<file path="config.mk">
export PLATFORM = sky130hd
export DESIGN_NAME = three_axis_swing_gesture_detector_top
export DESIGN_NICKNAME = d
export VERILOG_FILES = /design/src/sv/tasgd_pkg.sv /design/src/sv/tasgd_axis.sv /design/src/sv/three_axis_swing_gesture_detector_top.sv
export SDC_FILE = /design/constraint.sdc
export NUM_CORES = 1
export LEC_CHECK = 0
export BUFFER_PORTS_ARGS = -buffer_cell sky130_fd_sc_hd__buf_2
export CAP_MARGIN = 20
export CORE_ASPECT_RATIO = 0.7
export CORE_MARGIN = 2
export CORE_UTILIZATION = 30
export CTS_CLUSTER_SIZE = 12
export DETAILED_ROUTE_END_ITERATION = 8
export HOLD_SLACK_MARGIN = 0.05
export SETUP_SLACK_MARGIN = 0.2
export SYNTH_ARGS = -nofsm -noshare
export SYNTH_HDL_FRONTEND = slang
export SYNTH_HIERARCHICAL = 1
export SYNTH_SLANG_ARGS = --single-unit
export TNS_END_PERCENT = 100
</file>
<file path="constraint.sdc">
create_clock -name i_clk -period 14.3 [get_ports i_clk]
set_input_delay 4.29 -clock i_clk [delete_from_list [all_inputs] [get_ports i_clk]]
set_output_delay 4.29 -clock i_clk [all_outputs]
set_load 0.02 [all_outputs]
</file>
<file path="src/sv/tasgd_pkg.sv">
`timescale 1ns / 1ps

package tasgd_pkg;

    localparam int SAMPLE_BITS        = 16;
    localparam int COUNT_BITS_DEFAULT = 8;
    localparam int AXES               = 3;

    localparam int THRESH_BITS = 16;
    localparam int RUN_LEN_BITS = 8;
    localparam int CFG_INDEX_BITS = 2;

    // wide enough for |a - b| of two samples and for a 16-bit threshold
    localparam int MAG_BITS = (SAMPLE_BITS + 1 > THRESH_BITS) ? SAMPLE_BITS + 1 : THRESH_BITS;

    localparam logic [CFG_INDEX_BITS-1:0] CFG_CHANGE_THRESHOLD = 2'd0;
    localparam logic [CFG_INDEX_BITS-1:0] CFG_MIN_RUN_LENGTH   = 2'd1;
    localparam logic [CFG_INDEX_BITS-1:0] CFG_SWING_THRESHOLD  = 2'd2;

    localparam logic [THRESH_BITS-1:0]  CHANGE_THRESHOLD_RST = 16'd64;
    localparam logic [RUN_LEN_BITS-1:0] MIN_RUN_LENGTH_RST   = 8'd8;
    localparam logic [THRESH_BITS-1:0]  SWING_THRESHOLD_RST  = 16'd2048;

    localparam logic [1:0] DIR_NONE  = 2'd0;
    localparam logic [1:0] DIR_LEFT  = 2'd1;
    localparam logic [1:0] DIR_RIGHT = 2'd2;

    typedef struct packed {
        logic signed [SAMPLE_BITS-1:0] accel_x;
        logic signed [SAMPLE_BITS-1:0] accel_y;
        logic signed [SAMPLE_BITS-1:0] accel_z;
    } t_in_item;

    typedef struct packed {
        logic [1:0]                    x_direction;
        logic signed [SAMPLE_BITS-1:0] x_extreme;
        logic [1:0]                    y_direction;
        logic signed [SAMPLE_BITS-1:0] y_extreme;
        logic [1:0]                    z_direction;
        logic signed [SAMPLE_BITS-1:0] z_extreme;
    } t_out_item;

    typedef struct packed {
        logic [THRESH_BITS-1:0]  change_threshold;
        logic [RUN_LEN_BITS-1:0] min_run_length;
        logic [THRESH_BITS-1:0]  swing_threshold;
    } t_cfg;

    typedef struct packed {
        logic moved;
        logic report;
    } t_axis_flags;

endpackage

</file>
<file path="src/sv/tasgd_axis.sv">
`timescale 1ns / 1ps

module tasgd_axis #(
    parameter int COUNT_BITS = tasgd_pkg::COUNT_BITS_DEFAULT
) (
    input  logic                                     i_clk,
    input  logic                                     i_rst_n,
    input  logic                                     i_go,
    input  logic                                     i_first,
    input  logic                                     i_still,
    input  logic signed [tasgd_pkg::SAMPLE_BITS-1:0] i_sample,
    input  tasgd_pkg::t_cfg                          i_cfg,
    output tasgd_pkg::t_axis_flags                   o_flags,
    output logic [1:0]                               o_dir,
    output logic signed [tasgd_pkg::SAMPLE_BITS-1:0] o_extreme
);
    import tasgd_pkg::*;

    localparam int LEN_BITS = (COUNT_BITS > RUN_LEN_BITS) ? COUNT_BITS : RUN_LEN_BITS;

    logic signed [SAMPLE_BITS-1:0] r_prev, n_prev;
    logic signed [SAMPLE_BITS-1:0] r_min, n_min;
    logic signed [SAMPLE_BITS-1:0] r_max, n_max;
    logic [COUNT_BITS-1:0]         r_cnt, n_cnt;
    logic                          r_later, n_later;

    logic signed [SAMPLE_BITS-1:0] prev_eff;
    logic signed [SAMPLE_BITS:0]   diff;
    logic [SAMPLE_BITS:0]          mag;
    logic [SAMPLE_BITS:0]          spread;
    logic                          moved;
    logic                          judge;
    logic                          swing;

    always_comb begin
        // first sample compares against itself, so it never counts as motion
        prev_eff = i_first ? i_sample : r_prev;
        diff     = {i_sample[SAMPLE_BITS-1], i_sample} - {prev_eff[SAMPLE_BITS-1], prev_eff};
        mag      = diff[SAMPLE_BITS] ? $unsigned(-diff) : $unsigned(diff);
        moved    = MAG_BITS'(mag) > MAG_BITS'(i_cfg.change_threshold);

        // max >= min always holds, so the difference is non-negative
        spread = $unsigned({r_max[SAMPLE_BITS-1], r_max} - {r_min[SAMPLE_BITS-1], r_min});
        swing  = MAG_BITS'(spread) > MAG_BITS'(i_cfg.swing_threshold);
        judge  = i_still && (LEN_BITS'(r_cnt) >= LEN_BITS'(i_cfg.min_run_length));

        o_flags.moved  = moved;
        o_flags.report = judge && swing;
        if (judge && swing) begin
            o_dir     = r_later ? DIR_RIGHT : DIR_LEFT;
            o_extreme = r_later ? r_max : r_min;
        end else begin
            o_dir     = DIR_NONE;
            o_extreme = '0;
        end
    end

    always_comb begin
        n_prev  = i_sample;
        n_min   = r_min;
        n_max   = r_max;
        n_cnt   = r_cnt;
        n_later = r_later;
        if (moved) begin
            priority if (r_cnt == '0) begin
                n_min   = i_sample;
                n_max   = i_sample;
                n_later = 1'b0;
            end else if (i_sample < r_min) begin
                n_min   = i_sample;
                n_later = 1'b0;
            end else if (i_sample > r_max) begin
                n_max   = i_sample;
                n_later = 1'b1;
            end else begin
                // within the current bounds or tied: extremes stay put
                n_later = r_later;
            end
            if (r_cnt != '1) begin
                n_cnt = r_cnt + 1'b1;
            end
        end else if (judge) begin
            n_min   = '0;
            n_max   = '0;
            n_cnt   = '0;
            n_later = 1'b0;
        end
    end

    always_ff @(posedge i_clk) begin
        if (!i_rst_n) begin
            r_prev  <= '0;
            r_min   <= '0;
            r_max   <= '0;
            r_cnt   <= '0;
            r_later <= 1'b0;
        end else if (i_go) begin
            r_prev  <= n_prev;
            r_min   <= n_min;
            r_max   <= n_max;
            r_cnt   <= n_cnt;
            r_later <= n_later;
        end
    end

endmodule

</file>
<file path="src/sv/three_axis_swing_gesture_detector_top.sv">
`timescale 1ns / 1ps
// Pipeline: a transferred sample passes through the input register, then the result register.
// Throughput: one sample per cycle unless i_out_stall holds a result; the per-axis run update
// is a direct loop through its own state registers.
// A result held by i_out_stall holds the input register and so stalls the input.
// Reset: i_rst_n synchronous, active low; clears the runs, the previous samples,
// the pipeline valids and restores the register defaults.

module three_axis_swing_gesture_detector_top #(
    parameter int COUNT_BITS = tasgd_pkg::COUNT_BITS_DEFAULT
) (
    input  logic                                  i_clk,
    input  logic                                  i_rst_n,
    input  logic                                  i_in_valid,
    output logic                                  o_in_stall,
    input  tasgd_pkg::t_in_item                   i_in_item,
    output logic                                  o_out_valid,
    input  logic                                  i_out_stall,
    output tasgd_pkg::t_out_item                  o_out_item,
    input  logic                                  i_cfg_valid,
    output logic                                  o_cfg_ready,
    input  logic [tasgd_pkg::CFG_INDEX_BITS-1:0]  i_cfg_index,
    input  logic [tasgd_pkg::THRESH_BITS-1:0]     i_cfg_data
);
    import tasgd_pkg::*;

    t_cfg      r_cfg;
    logic      r_first;
    logic      r_in_valid;
    t_in_item  r_in;
    logic      r_out_valid;
    t_out_item r_out;

    logic                          go;
    logic                          still;
    logic                          any_report;
    logic signed [SAMPLE_BITS-1:0] sample   [AXES];
    t_axis_flags                   flags    [AXES];
    logic [1:0]                    dir      [AXES];
    logic signed [SAMPLE_BITS-1:0] extreme  [AXES];
    t_out_item                     result;

    // register writes wait until the input register has drained
    assign o_cfg_ready = !r_in_valid;

    always_ff @(posedge i_clk) begin
        if (!i_rst_n) begin
            r_cfg.change_threshold <= CHANGE_THRESHOLD_RST;
            r_cfg.min_run_length   <= MIN_RUN_LENGTH_RST;
            r_cfg.swing_threshold  <= SWING_THRESHOLD_RST;
        end else if (i_cfg_valid && o_cfg_ready) begin
            unique case (i_cfg_index)
                CFG_CHANGE_THRESHOLD: r_cfg.change_threshold <= i_cfg_data;
                CFG_MIN_RUN_LENGTH:   r_cfg.min_run_length   <= i_cfg_data[RUN_LEN_BITS-1:0];
                CFG_SWING_THRESHOLD:  r_cfg.swing_threshold  <= i_cfg_data;
                default: ;
            endcase
        end
    end

    // the sample in the input register is processed once the result slot can take it
    assign go         = r_in_valid && (!r_out_valid || !i_out_stall);
    assign o_in_stall = r_in_valid && !go;

    always_ff @(posedge i_clk) begin
        if (!i_rst_n) begin
            r_in_valid <= 1'b0;
        end else if (!o_in_stall) begin
            r_in_valid <= i_in_valid;
        end
    end

    always_ff @(posedge i_clk) begin
        if (!o_in_stall && i_in_valid) begin
            r_in <= i_in_item;
        end
    end

    always_ff @(posedge i_clk) begin
        if (!i_rst_n) begin
            r_first <= 1'b1;
        end else if (go) begin
            r_first <= 1'b0;
        end
    end

    assign sample[0] = r_in.accel_x;
    assign sample[1] = r_in.accel_y;
    assign sample[2] = r_in.accel_z;

    // a sample is still only when no axis moved
    assign still      = !(flags[0].moved || flags[1].moved || flags[2].moved);
    assign any_report = flags[0].report || flags[1].report || flags[2].report;

    for (genvar a = 0; a < AXES; a++) begin : g_axis
        tasgd_axis #(
            .COUNT_BITS (COUNT_BITS)
        ) u_axis (
            .i_clk     (i_clk),
            .i_rst_n   (i_rst_n),
            .i_go      (go),
            .i_first   (r_first),
            .i_still   (still),
            .i_sample  (sample[a]),
            .i_cfg     (r_cfg),
            .o_flags   (flags[a]),
            .o_dir     (dir[a]),
            .o_extreme (extreme[a])
        );
    end

    always_comb begin
        result.x_direction = dir[0];
        result.x_extreme   = extreme[0];
        result.y_direction = dir[1];
        result.y_extreme   = extreme[1];
        result.z_direction = dir[2];
        result.z_extreme   = extreme[2];
    end

    always_ff @(posedge i_clk) begin
        if (!i_rst_n) begin
            r_out_valid <= 1'b0;
        end else if (go) begin
            r_out_valid <= any_report;
        end else if (!i_out_stall) begin
            r_out_valid <= 1'b0;
        end
    end

    always_ff @(posedge i_clk) begin
        if (go) begin
            r_out <= result;
        end
    end

    assign o_out_valid = r_out_valid;
    assign o_out_item  = r_out;

`ifndef SYNTH
    a_result_has_swing: assert property (@(posedge i_clk) disable iff (!i_rst_n)
        o_out_valid |-> (o_out_item.x_direction != DIR_NONE ||
                         o_out_item.y_direction != DIR_NONE ||
                         o_out_item.z_direction != DIR_NONE))
        else $error("result transfer without any swing");

    a_quiet_axis_zero: assert property (@(posedge i_clk) disable iff (!i_rst_n)
        (o_out_valid && o_out_item.x_direction == DIR_NONE) |-> o_out_item.x_extreme == '0)
        else $error("x extreme nonzero without a swing");

    a_report_only_still: assert property (@(posedge i_clk) disable iff (!i_rst_n)
        any_report |-> still)
        else $error("swing judged on a moving sample");

    a_first_clears: assert property (@(posedge i_clk) disable iff (!i_rst_n)
        go |=> !r_first)
        else $error("first-sample flag survived a processed sample");
`endif

endmodule

</file>
==> summary.md, run 1 <==
| Metric | Value |
|---|---|
| Clock-pin slew on the worst setup and hold paths | approximately 0.060 ns |
| Initial Util | 30.4% |
| Actual slew at the worst max-slew pin | 1.10 ns |
| Die outline width | 342 µm |
| Antenna-violating nets left | 0 |
| Fin nets | 3159 |
| Final TNS setup | 0 ns |
| Wire length of the first global-routing pass | ~110000 µm |
| Run status | complete, no violations |
| Hpwl dp | between 50000 and 60000 µm |
| Sequential cell area fraction in the yosys report | between 30% and 40% |
| Routed wirelength normalized by instance count | roughly 17 µm |
| Number of detailed-route iterations in the first pass | 5 |
| Final Cycle Share | 63.8% |
| Syn Nets | 3071 |
| Clock tree skew after final layout | 0.0251 ns |
| Number of setup violations in the final report | 0 |
| Number of H-tree branching levels | 2 |
| Post-detailed-route via-to-cell ratio | 5.02 |
| Internal Dissipation | around 2400 µW |
| Dominant cell by count in the synthesized netlist | sky130_fd_sc_hd__ha_1 |
| Storage element area | 7350 µm² |
| Placeable core area | 79000 µm² |
| Startpoint of the worst register-to-register path | r_first$_SDFFE_PN1P_ |
| Relative contribution of combinational cells to total power | 49.4% |
| Hold wc startpoint | g_axis[0].u_axis/r_min[8]$_SDFFE_PN0P_ |
| Die Footprint | 82300 µm² |
| Count of flip-flops with a built-in enable after synthesis | 102 |
| Count of buffers inserted at the top-level ports | 127 |
| Via count of the routed design | 19.3k |
| Total I/O pin count | 128 |
| Leading cell types by total area after synthesis | sky130_fd_sc_hd__dfxtp_1 (18%), sky130_fd_sc_hd__ha_1 (17%), sky130_fd_sc_hd__edfxtp_1 (13%), sky130_fd_sc_hd__mux2i_1 (11%), sky130_fd_sc_hd__inv_1 (4.3%) |
| Sequential share of power | between 20% and 30% |
| Most frequent cells after synthesis | sky130_fd_sc_hd__ha_1 (318), sky130_fd_sc_hd__inv_1 (277), sky130_fd_sc_hd__mux2i_1 (266) |
| Violation count after the first detailed-routing iteration | 1469 |
| Type of the worst min-delay path | reg2reg |
| Antenna cells | 0 |
| Cells after Synth | between 2k and 3k |
| Number of placed instances with taps included | 3779 |
| Rows | between 80 and 90 |
| Post-synthesis instance area | 24000 µm² |
| Required time of the worst setup path | about 10 ns |
| Register bit total from synthesis | around 320 |
| Quantity of gates resized following cts | 0 |
| Worst Path Arrival | 4.84 ns |
| Area growth from synthesis to final layout | 11.8% |
| Dominant synthesized flop cell | sky130_fd_sc_hd__dfxtp_1 |
| Peak ir drop on the vdd network | 0.0731 mV |
| Worst Hold Endpoint | g_axis[0].u_axis/r_min[8]$_SDFFE_PN0P_ |
| Start-to-end type of the worst setup path | in2out |
| Beginning of the critical path | i_out_stall |
| Die Height | 241 µm |
| Pins Over Slew Limit | 0 |
| Congestion Overflow GR | 0 |
| CTS Root Cell | sky130_fd_sc_hd__clkbuf_16 |
| RSZ-0062 raised after global routing | no |
| Type of destination of the critical path | output port |
| Vias in the first global route | 17.8k |
| Shortest clock period the worst path allows after layout | approximately 9 ns |
| Finished Layout Cells | a little under 4k |
| Postcts setup bufs | 0 |
| Final routed DRC violation total | 0 |
| Proportion of layout cells with a drive suffix above 1 | a little under a tenth |
| Slack of the worst reg-to-reg path | 5.72 ns |
| Hold Buf Count CTS | 0 |
| Worst r2r dst | g_axis[1].u_axis/r_later$_SDFFE_PN0P_ |
| Top-area cell type share of the netlist area | 17.9% |
| Clock network power share | 23.5% |
| Final wirelength | 67300 µm |
| Slew HR | between 20% and 30% |
| Clock latency at the later pin of the worst-skew pair | 0.57 ns |
| Synthesized area per cell | 8.97 µm² |
| # Max-Cap Violations | 0 |
| GRT Util Overall | 16.2% |
| Initial antenna violation count | 0 |
| Pin count of the biggest net entering global routing | between 150 and 200 |
| Clk buf depth | 3 |
| FF-to-FF path depth | 25 |
| Switching part of the total | 40.1% |
| Leakage | 0.0107 µW |
| Filler cell count | 8222 |
| Multi-input gate area | 15100 µm² |
| Clock tree from TritonCTS | yes |
| Highest Clock Rate | between 100 and 150 MHz |
| NetSw | 1610 µW |
| Placer's final routability congestion estimate | 0.869 |
| TritonCTS Buffers | 37 |
| Number of distinct library cell variants in the gate-level netlist after synthesis | 103 |
| Number of clock sinks | 316 |
| Power per unit of standard cell area | 150 nW/µm² |
| Number of warnings issued by yosys | 6 |
| Number of failing hold endpoints at the final stage | 0 |
| Share of flip-flops with an asynchronous set or reset | 0% |
| Worst hold path depth | 2 |
| Largest fanout of any net on the critical path | 3 |
| Sort of element at the start of the critical path | primary input |
| Cell taking the most area after synthesis | sky130_fd_sc_hd__dfxtp_1 |
placed cells by master, fill, tap and decap left out, types with 27 or more instances in the layout:
cell / count
sky130_fd_sc_hd__o21ai_0: 90
sky130_fd_sc_hd__dfxtp_1: 213
sky130_fd_sc_hd__xor2_1: 31
sky130_fd_sc_hd__nor3_1: 45
sky130_fd_sc_hd__nand3_1: 81
sky130_fd_sc_hd__mux2i_1: 266
sky130_fd_sc_hd__nand2_1: 245
sky130_fd_sc_hd__inv_1: 277
sky130_fd_sc_hd__nor2_1: 184
sky130_fd_sc_hd__o21a_1: 36
sky130_fd_sc_hd__ha_1: 318
sky130_fd_sc_hd__xnor2_1: 79
sky130_fd_sc_hd__nor2b_1: 74
sky130_fd_sc_hd__nand4_1: 27
sky130_fd_sc_hd__clkbuf_16: 39
sky130_fd_sc_hd__a21oi_1: 120
sky130_fd_sc_hd__a21o_1: 55
sky130_fd_sc_hd__buf_2: 126
sky130_fd_sc_hd__edfxtp_1: 102
kinds of logic after synthesis:
logic type / count (synthesis) / synth area share, %
simple gates: 774 / 15.7
compound gates: 513 / 14.8
buf+inv: 368 / 6.46
fa+ha+maj: 324 / 17.1
flops: 316 / 30.6
mux: 271 / 11.3
xor+xnor: 110 / 4.02
registers in the layout, summed over array words and instances, names as in the netlist:
| signal | flops |
|---|---|
| g_axis.u_axis/r_max | 48 |
| g_axis.u_axis/r_min | 48 |
| g_axis.u_axis/r_later | 3 |
| o_out_item | 54 |
| r_in_valid | 1 |
| r_in | 48 |
| g_axis.u_axis/r_cnt | 24 |
| o_out_valid | 1 |
| r_first | 1 |
| g_axis.u_axis/r_prev | 48 |
| r_cfg | 40 |
through the flow:
| step | worst slack, ns | hold WS, ns | utilization (%) | instance area [µm²] | power [µW] |
|---|---|---|---|---|---|
| floorplan | 3.93 | 0.447 | - | 24000 | 2620 |
| global placement | 5.19 | 0.457 | 32.4 | 25600 | 3030 |
| detailed placement | 5.17 | 0.463 | 32.4 | 25600 | 3050 |
| CTS | 5.17 | 0.471 | 33.9 | 26800 | 4010 |
| global route | 5.15 | 0.485 | 34.0 | 26800 | 4340 |
| finish | 5.17 | 0.469 | 34.0 | 26800 | 4010 |
critical path, cell delays in order:
cell and delay [ns]:
sky130_fd_sc_hd__buf_2 0.13, sky130_fd_sc_hd__and3_2 0.24, sky130_fd_sc_hd__buf_2 0.18
area by class of cell:
class,instances,share of cell area (%)
multi-input cells,1992,56.4
well taps,1056,4.93
clock buffers,51,3.84
repair buffers,139,2.93
clock inverters,16,0.564
flip-flops and latches,316,27.4
inverters,278,3.89
layer usage:
metal	vias to the layer above	track usage (%)	part of all wire [%]
met1	9049	25.7	54
met3	67	3.31	6.9
met4	0	3.20	1.6
met2	493	22.1	38
li1	9691	-	-
met5	-	0	0
power groups by stage:
stage / logic [µW] / registers [µW] / clock network, µW
floorplan: 1550 / 1060 / 0
detailed placement: 1940 / 1110 / 0
CTS: 1960 / 1090 / 967
global placement: 1920 / 1110 / 0
finish: 1980 / 1090 / 944
global route: 2240 / 1090 / 1000
worst max-delay path by stage:
stage / endpoint / cells after the start
after floorplan: g_axis[0].u_axis/r_max[10]$_SDFFE_PN0P_ / 7
after global routing: o_in_stall / 3
after global placement: o_in_stall / 3
after CTS: o_in_stall / 3
final: o_in_stall / 3
after detailed placement: o_in_stall / 3
No activity file was read; power rests on OpenSTA's default activity.
==> inputs of run 2 (changes only) <==
--- a/config.mk
+++ b/config.mk
@@ -5,6 +5,7 @@
 export SDC_FILE = /design/constraint.sdc
 export NUM_CORES = 1
 export LEC_CHECK = 0
+export ABC_AREA = 1
 export BUFFER_PORTS_ARGS = -buffer_cell sky130_fd_sc_hd__buf_2
 export CAP_MARGIN = 20
 export CORE_ASPECT_RATIO = 0.7
==> constraint.sdc (replaced) <==
create_clock -name i_clk -period 8.8 [get_ports i_clk]
set_input_delay 2.64 -clock i_clk [delete_from_list [all_inputs] [get_ports i_clk]]
set_output_delay 2.64 -clock i_clk [all_outputs]
set_load 0.02 [all_outputs]
==> run 2 against run 1 <==
  * Power rose by 120%
  * First-iteration DRC count rose by 19%
  * Sequential share of layout area fell by 1.3 points
  * Critical endpoint is now o_out_valid$_SDFFE_PN0P_
==> summary.md, run 2 <==
| Metric | Value |
|---|---|
| Congestion Overflow GR | 0 |
| Proportion of layout cells with a drive suffix above 1 | 8.34% |
| Top-area cell type share of the netlist area | 16.9% |
| Count of flip-flops with a built-in enable after synthesis | 102 |
| Clock network power share | 17.5% |
| Switching part of the total | about half |
| Most frequent cells after synthesis | sky130_fd_sc_hd__nand2_1 (855), sky130_fd_sc_hd__inv_1 (576), sky130_fd_sc_hd__nor2_1 (516) |
| Initial Util | 30.2% |
| Fin nets | 4180 |
| Required time of the worst setup path | 9.30 ns |
| Final Cycle Share | between 70% and 80% |
| Number of failing hold endpoints at the final stage | 0 |
| Register bit total from synthesis | 316 |
| Sequential share of power | between 20% and 30% |
| Most frequent cell on the critical path | sky130_fd_sc_hd__nand2_1 |
| Internal Dissipation | approximately 4500 µW |
| Pin count of the biggest net entering global routing | 126 |
| CTS Root Cell | sky130_fd_sc_hd__clkbuf_16 |
| Type of the worst min-delay path | reg2reg |
| Die Height | between 200 and 250 µm |
| Critical Path Sink | o_out_valid$_SDFFE_PN0P_ |
| Die outline width | between 300 and 400 µm |
| Slack of the worst reg-to-reg path | 1.89 ns |
| Max FFs per register | 54 |
| Share of flip-flops with an asynchronous set or reset | 0% |
| Cell taking the most area after synthesis | sky130_fd_sc_hd__dfxtp_1 |
| Placed standard-cell area | 27000 µm² |
| Placer's final routability congestion estimate | 0.885 |
| CP Depth | 38 |
| Relative contribution of combinational cells to total power | about three fifths |
| Number of placed instances with taps included | 4883 |
| Run status | complete, no violations |
| CP top delay family | simple AND/OR/NAND/NOR gates |
| Sequential cell area fraction in the yosys report | 29.0% |
| Critical path's largest stage delay | 0.72 ns |
| Slew HR | 29.8% |
| Commonest non-fill, non-tap cell in the layout | sky130_fd_sc_hd__nand2_1 |
| Worst hold slack after final layout | between 0.4 and 0.5 ns |
| Shortest clock period the worst path allows after layout | slightly below 7 ns |
| Worst Path Arrival | 7.42 ns |
| FF-to-FF path depth | 38 |
| Beginning of the critical path | r_first$_SDFFE_PN1P_ |
| Syn Nets | 4104 |
| Total I/O pin count | approximately 130 |
| Area growth from synthesis to final layout | 11.0% |
| Hold Buf Count CTS | 0 |
| Routed wirelength normalized by instance count | 14.9 µm |
| Total non-filler cell area in the finished layout | 28200 µm² |
| Violation count after the first detailed-routing iteration | roughly 1.7k |
| Clock latency at the later pin of the worst-skew pair | 0.59 ns |
| Number of distinct library cell variants in the gate-level netlist after synthesis | 50 |
| Highest Clock Rate | 145 MHz |
| RSZ-0062 raised after global routing | no |
| Vias in the first global route | ~21k |
| Final wirelength | ~74000 µm |
| Type of destination of the critical path | register |
| Dominant cell by count in the synthesized netlist | sky130_fd_sc_hd__nand2_1 |
| TritonCTS Buffers | 36 |
| Power per unit of standard cell area | 311 nW/µm² |
| Largest fanout of any net on the critical path | 60 |
| Pins Over Slew Limit | 0 |
| Clock-pin slew on the worst setup and hold paths | 0.06 ns |
| Sort of element at the start of the critical path | register |
| NetSw | 4230 µW |
| Count of buffers inserted at the top-level ports | 127 |
| Startpoint of the worst register-to-register path | r_first$_SDFFE_PN1P_ |
| # Max-Cap Violations | 0 |
| Postcts setup bufs | 0 |
| Post-detailed-route via-to-cell ratio | approximately 4.7 |
| Final routed DRC violation total | 0 |
| Number of H-tree branching levels | 2 |
| Initial antenna violation count | 4 |
| Post-synthesis instance area | 25400 µm² |
| Commonest cells after routing, fill and taps aside | sky130_fd_sc_hd__nand2_1 (855), sky130_fd_sc_hd__inv_1 (575), sky130_fd_sc_hd__nor2_1 (514), sky130_fd_sc_hd__a21oi_1 (319), sky130_fd_sc_hd__ha_1 (318) |
| Total buffers and inverters traversed by the critical path | 6 |
| Quantity of gates resized following cts | 0 |
| Leading cell types by total area after synthesis | sky130_fd_sc_hd__dfxtp_1 (17%), sky130_fd_sc_hd__ha_1 (16%), sky130_fd_sc_hd__nand2_1 (13%), sky130_fd_sc_hd__edfxtp_1 (12%), sky130_fd_sc_hd__inv_1 (8.5%) |
| Start-to-end type of the worst setup path | reg2reg |
| Synthesized area per cell | 6.84 µm² |
| Actual slew at the worst max-slew pin | 1.05 ns |
| Final TNS setup | 0 ns |
| Via count of the routed design | ~23k |
| Rows | 89 |
| Hpwl dp | 56900 µm |
| Number of detailed-route iterations in the first pass | 5 |
| Clock tree skew after final layout | 0.0444 ns |
| GRT Util Overall | 16.9% |
| Clk buf depth | 3 |
| Cells after Synth | 3709 |
| Wire length of the first global-routing pass | 116000 µm |
| Clock tree from TritonCTS | yes |
| Placeable core area | 84100 µm² |
| Cell with the biggest individual delay on the critical path | sky130_fd_sc_hd__dfxtp_4 |
| Number of clock sinks | 316 |
| Leakage | 0.0140 µW |
| Peak ir drop on the vdd network | 0.138 mV |
| Worst r2r dst | o_out_valid$_SDFFE_PN0P_ |
| Finished Layout Cells | ~5.0k |
| Number of warnings issued by yosys | 6 |
| Number of setup violations in the final report | 0 |
| Die Footprint | 87000 µm² |
| Dominant synthesized flop cell | sky130_fd_sc_hd__dfxtp_1 |
| Antenna-violating nets left | 0 |
## run 2: how the worst min path moves through the flow
stage | start | to | slack (ns) | depth (start not counted)
5_1_grt | g_axis[1].u_axis/r_min[1]$_SDFFE_PN0P_ | g_axis[1].u_axis/r_min[1]$_SDFFE_PN0P_ | 0.52 | 2
2_1_floorplan | g_axis[1].u_axis/r_min[1]$_SDFFE_PN0P_ | g_axis[1].u_axis/r_min[1]$_SDFFE_PN0P_ | 0.44 | 2
3_3_place_gp | g_axis[1].u_axis/r_min[1]$_SDFFE_PN0P_ | g_axis[1].u_axis/r_min[1]$_SDFFE_PN0P_ | 0.46 | 2
6_report | g_axis[1].u_axis/r_min[1]$_SDFFE_PN0P_ | g_axis[1].u_axis/r_min[1]$_SDFFE_PN0P_ | 0.47 | 2
4_1_cts | g_axis[1].u_axis/r_min[1]$_SDFFE_PN0P_ | g_axis[1].u_axis/r_min[1]$_SDFFE_PN0P_ | 0.47 | 2
3_5_place_dp | g_axis[1].u_axis/r_min[1]$_SDFFE_PN0P_ | g_axis[1].u_axis/r_min[1]$_SDFFE_PN0P_ | 0.46 | 2
## run 2: metrics by stage
stage | utilization [%] | worst slack [ns] | power, µW
after floorplan | - | 2.23 | 6070
after global placement | 32.1 | 2.00 | 7120
after detailed placement | 32.1 | 1.90 | 7200
after CTS | 33.5 | 1.88 | 8790
after global routing | 33.5 | 1.08 | 9720
final | 33.5 | 1.89 | 8770
## run 2: final cells by class
class	instances	area [µm²]
repair buffers	139	764
multi-input cells	2697	15200
well taps	1137	1420
diodes	1	2.50
clock buffers	56	1100
flip-flops and latches	316	7350
inverters	595	2240
fillers	9090	55900
clock inverters	10	68.8
## run 2: routing by layer
layer | vias to the layer above | GRT usage [%] | share of wire, %
li1 | 12100 | - | -
met1 | 10300 | 26.7 | 54
met2 | 621 | 23.0 | 37
met3 | 78 | 3.34 | 7.3
met4 | 8 | 3.59 | 1.7
met5 | - | 0 | 0.073
## run 2: logic make-up after synthesis
kind of cell,count (synthesis),share of synthesized area [%]
AO/OA/AOI/OAI,547,11.5
XOR/XNOR,88,3.07
adder cells (fa/ha/maj),324,16.2
buffers and inverters,696,11.1
flip-flops,316,29.0
multiplexers,3,0.118
AND/OR/NAND/NOR,1735,29.1
## run 2: power groups by stage
stage	clock network, µW	registers (µW)	logic [µW]
floorplan	0	1890	4180
CTS	1580	1940	5270
detailed placement	0	1970	5230
global placement	0	1970	5150
global route	1640	1970	6120
finish	1540	1940	5290
## run 2: worst min-delay path, stage by stage (launching register included)
cell                      delay, ns
sky130_fd_sc_hd__dfxtp_1       0.33
sky130_fd_sc_hd__nor2_1        0.05
sky130_fd_sc_hd__nor2_1        0.07
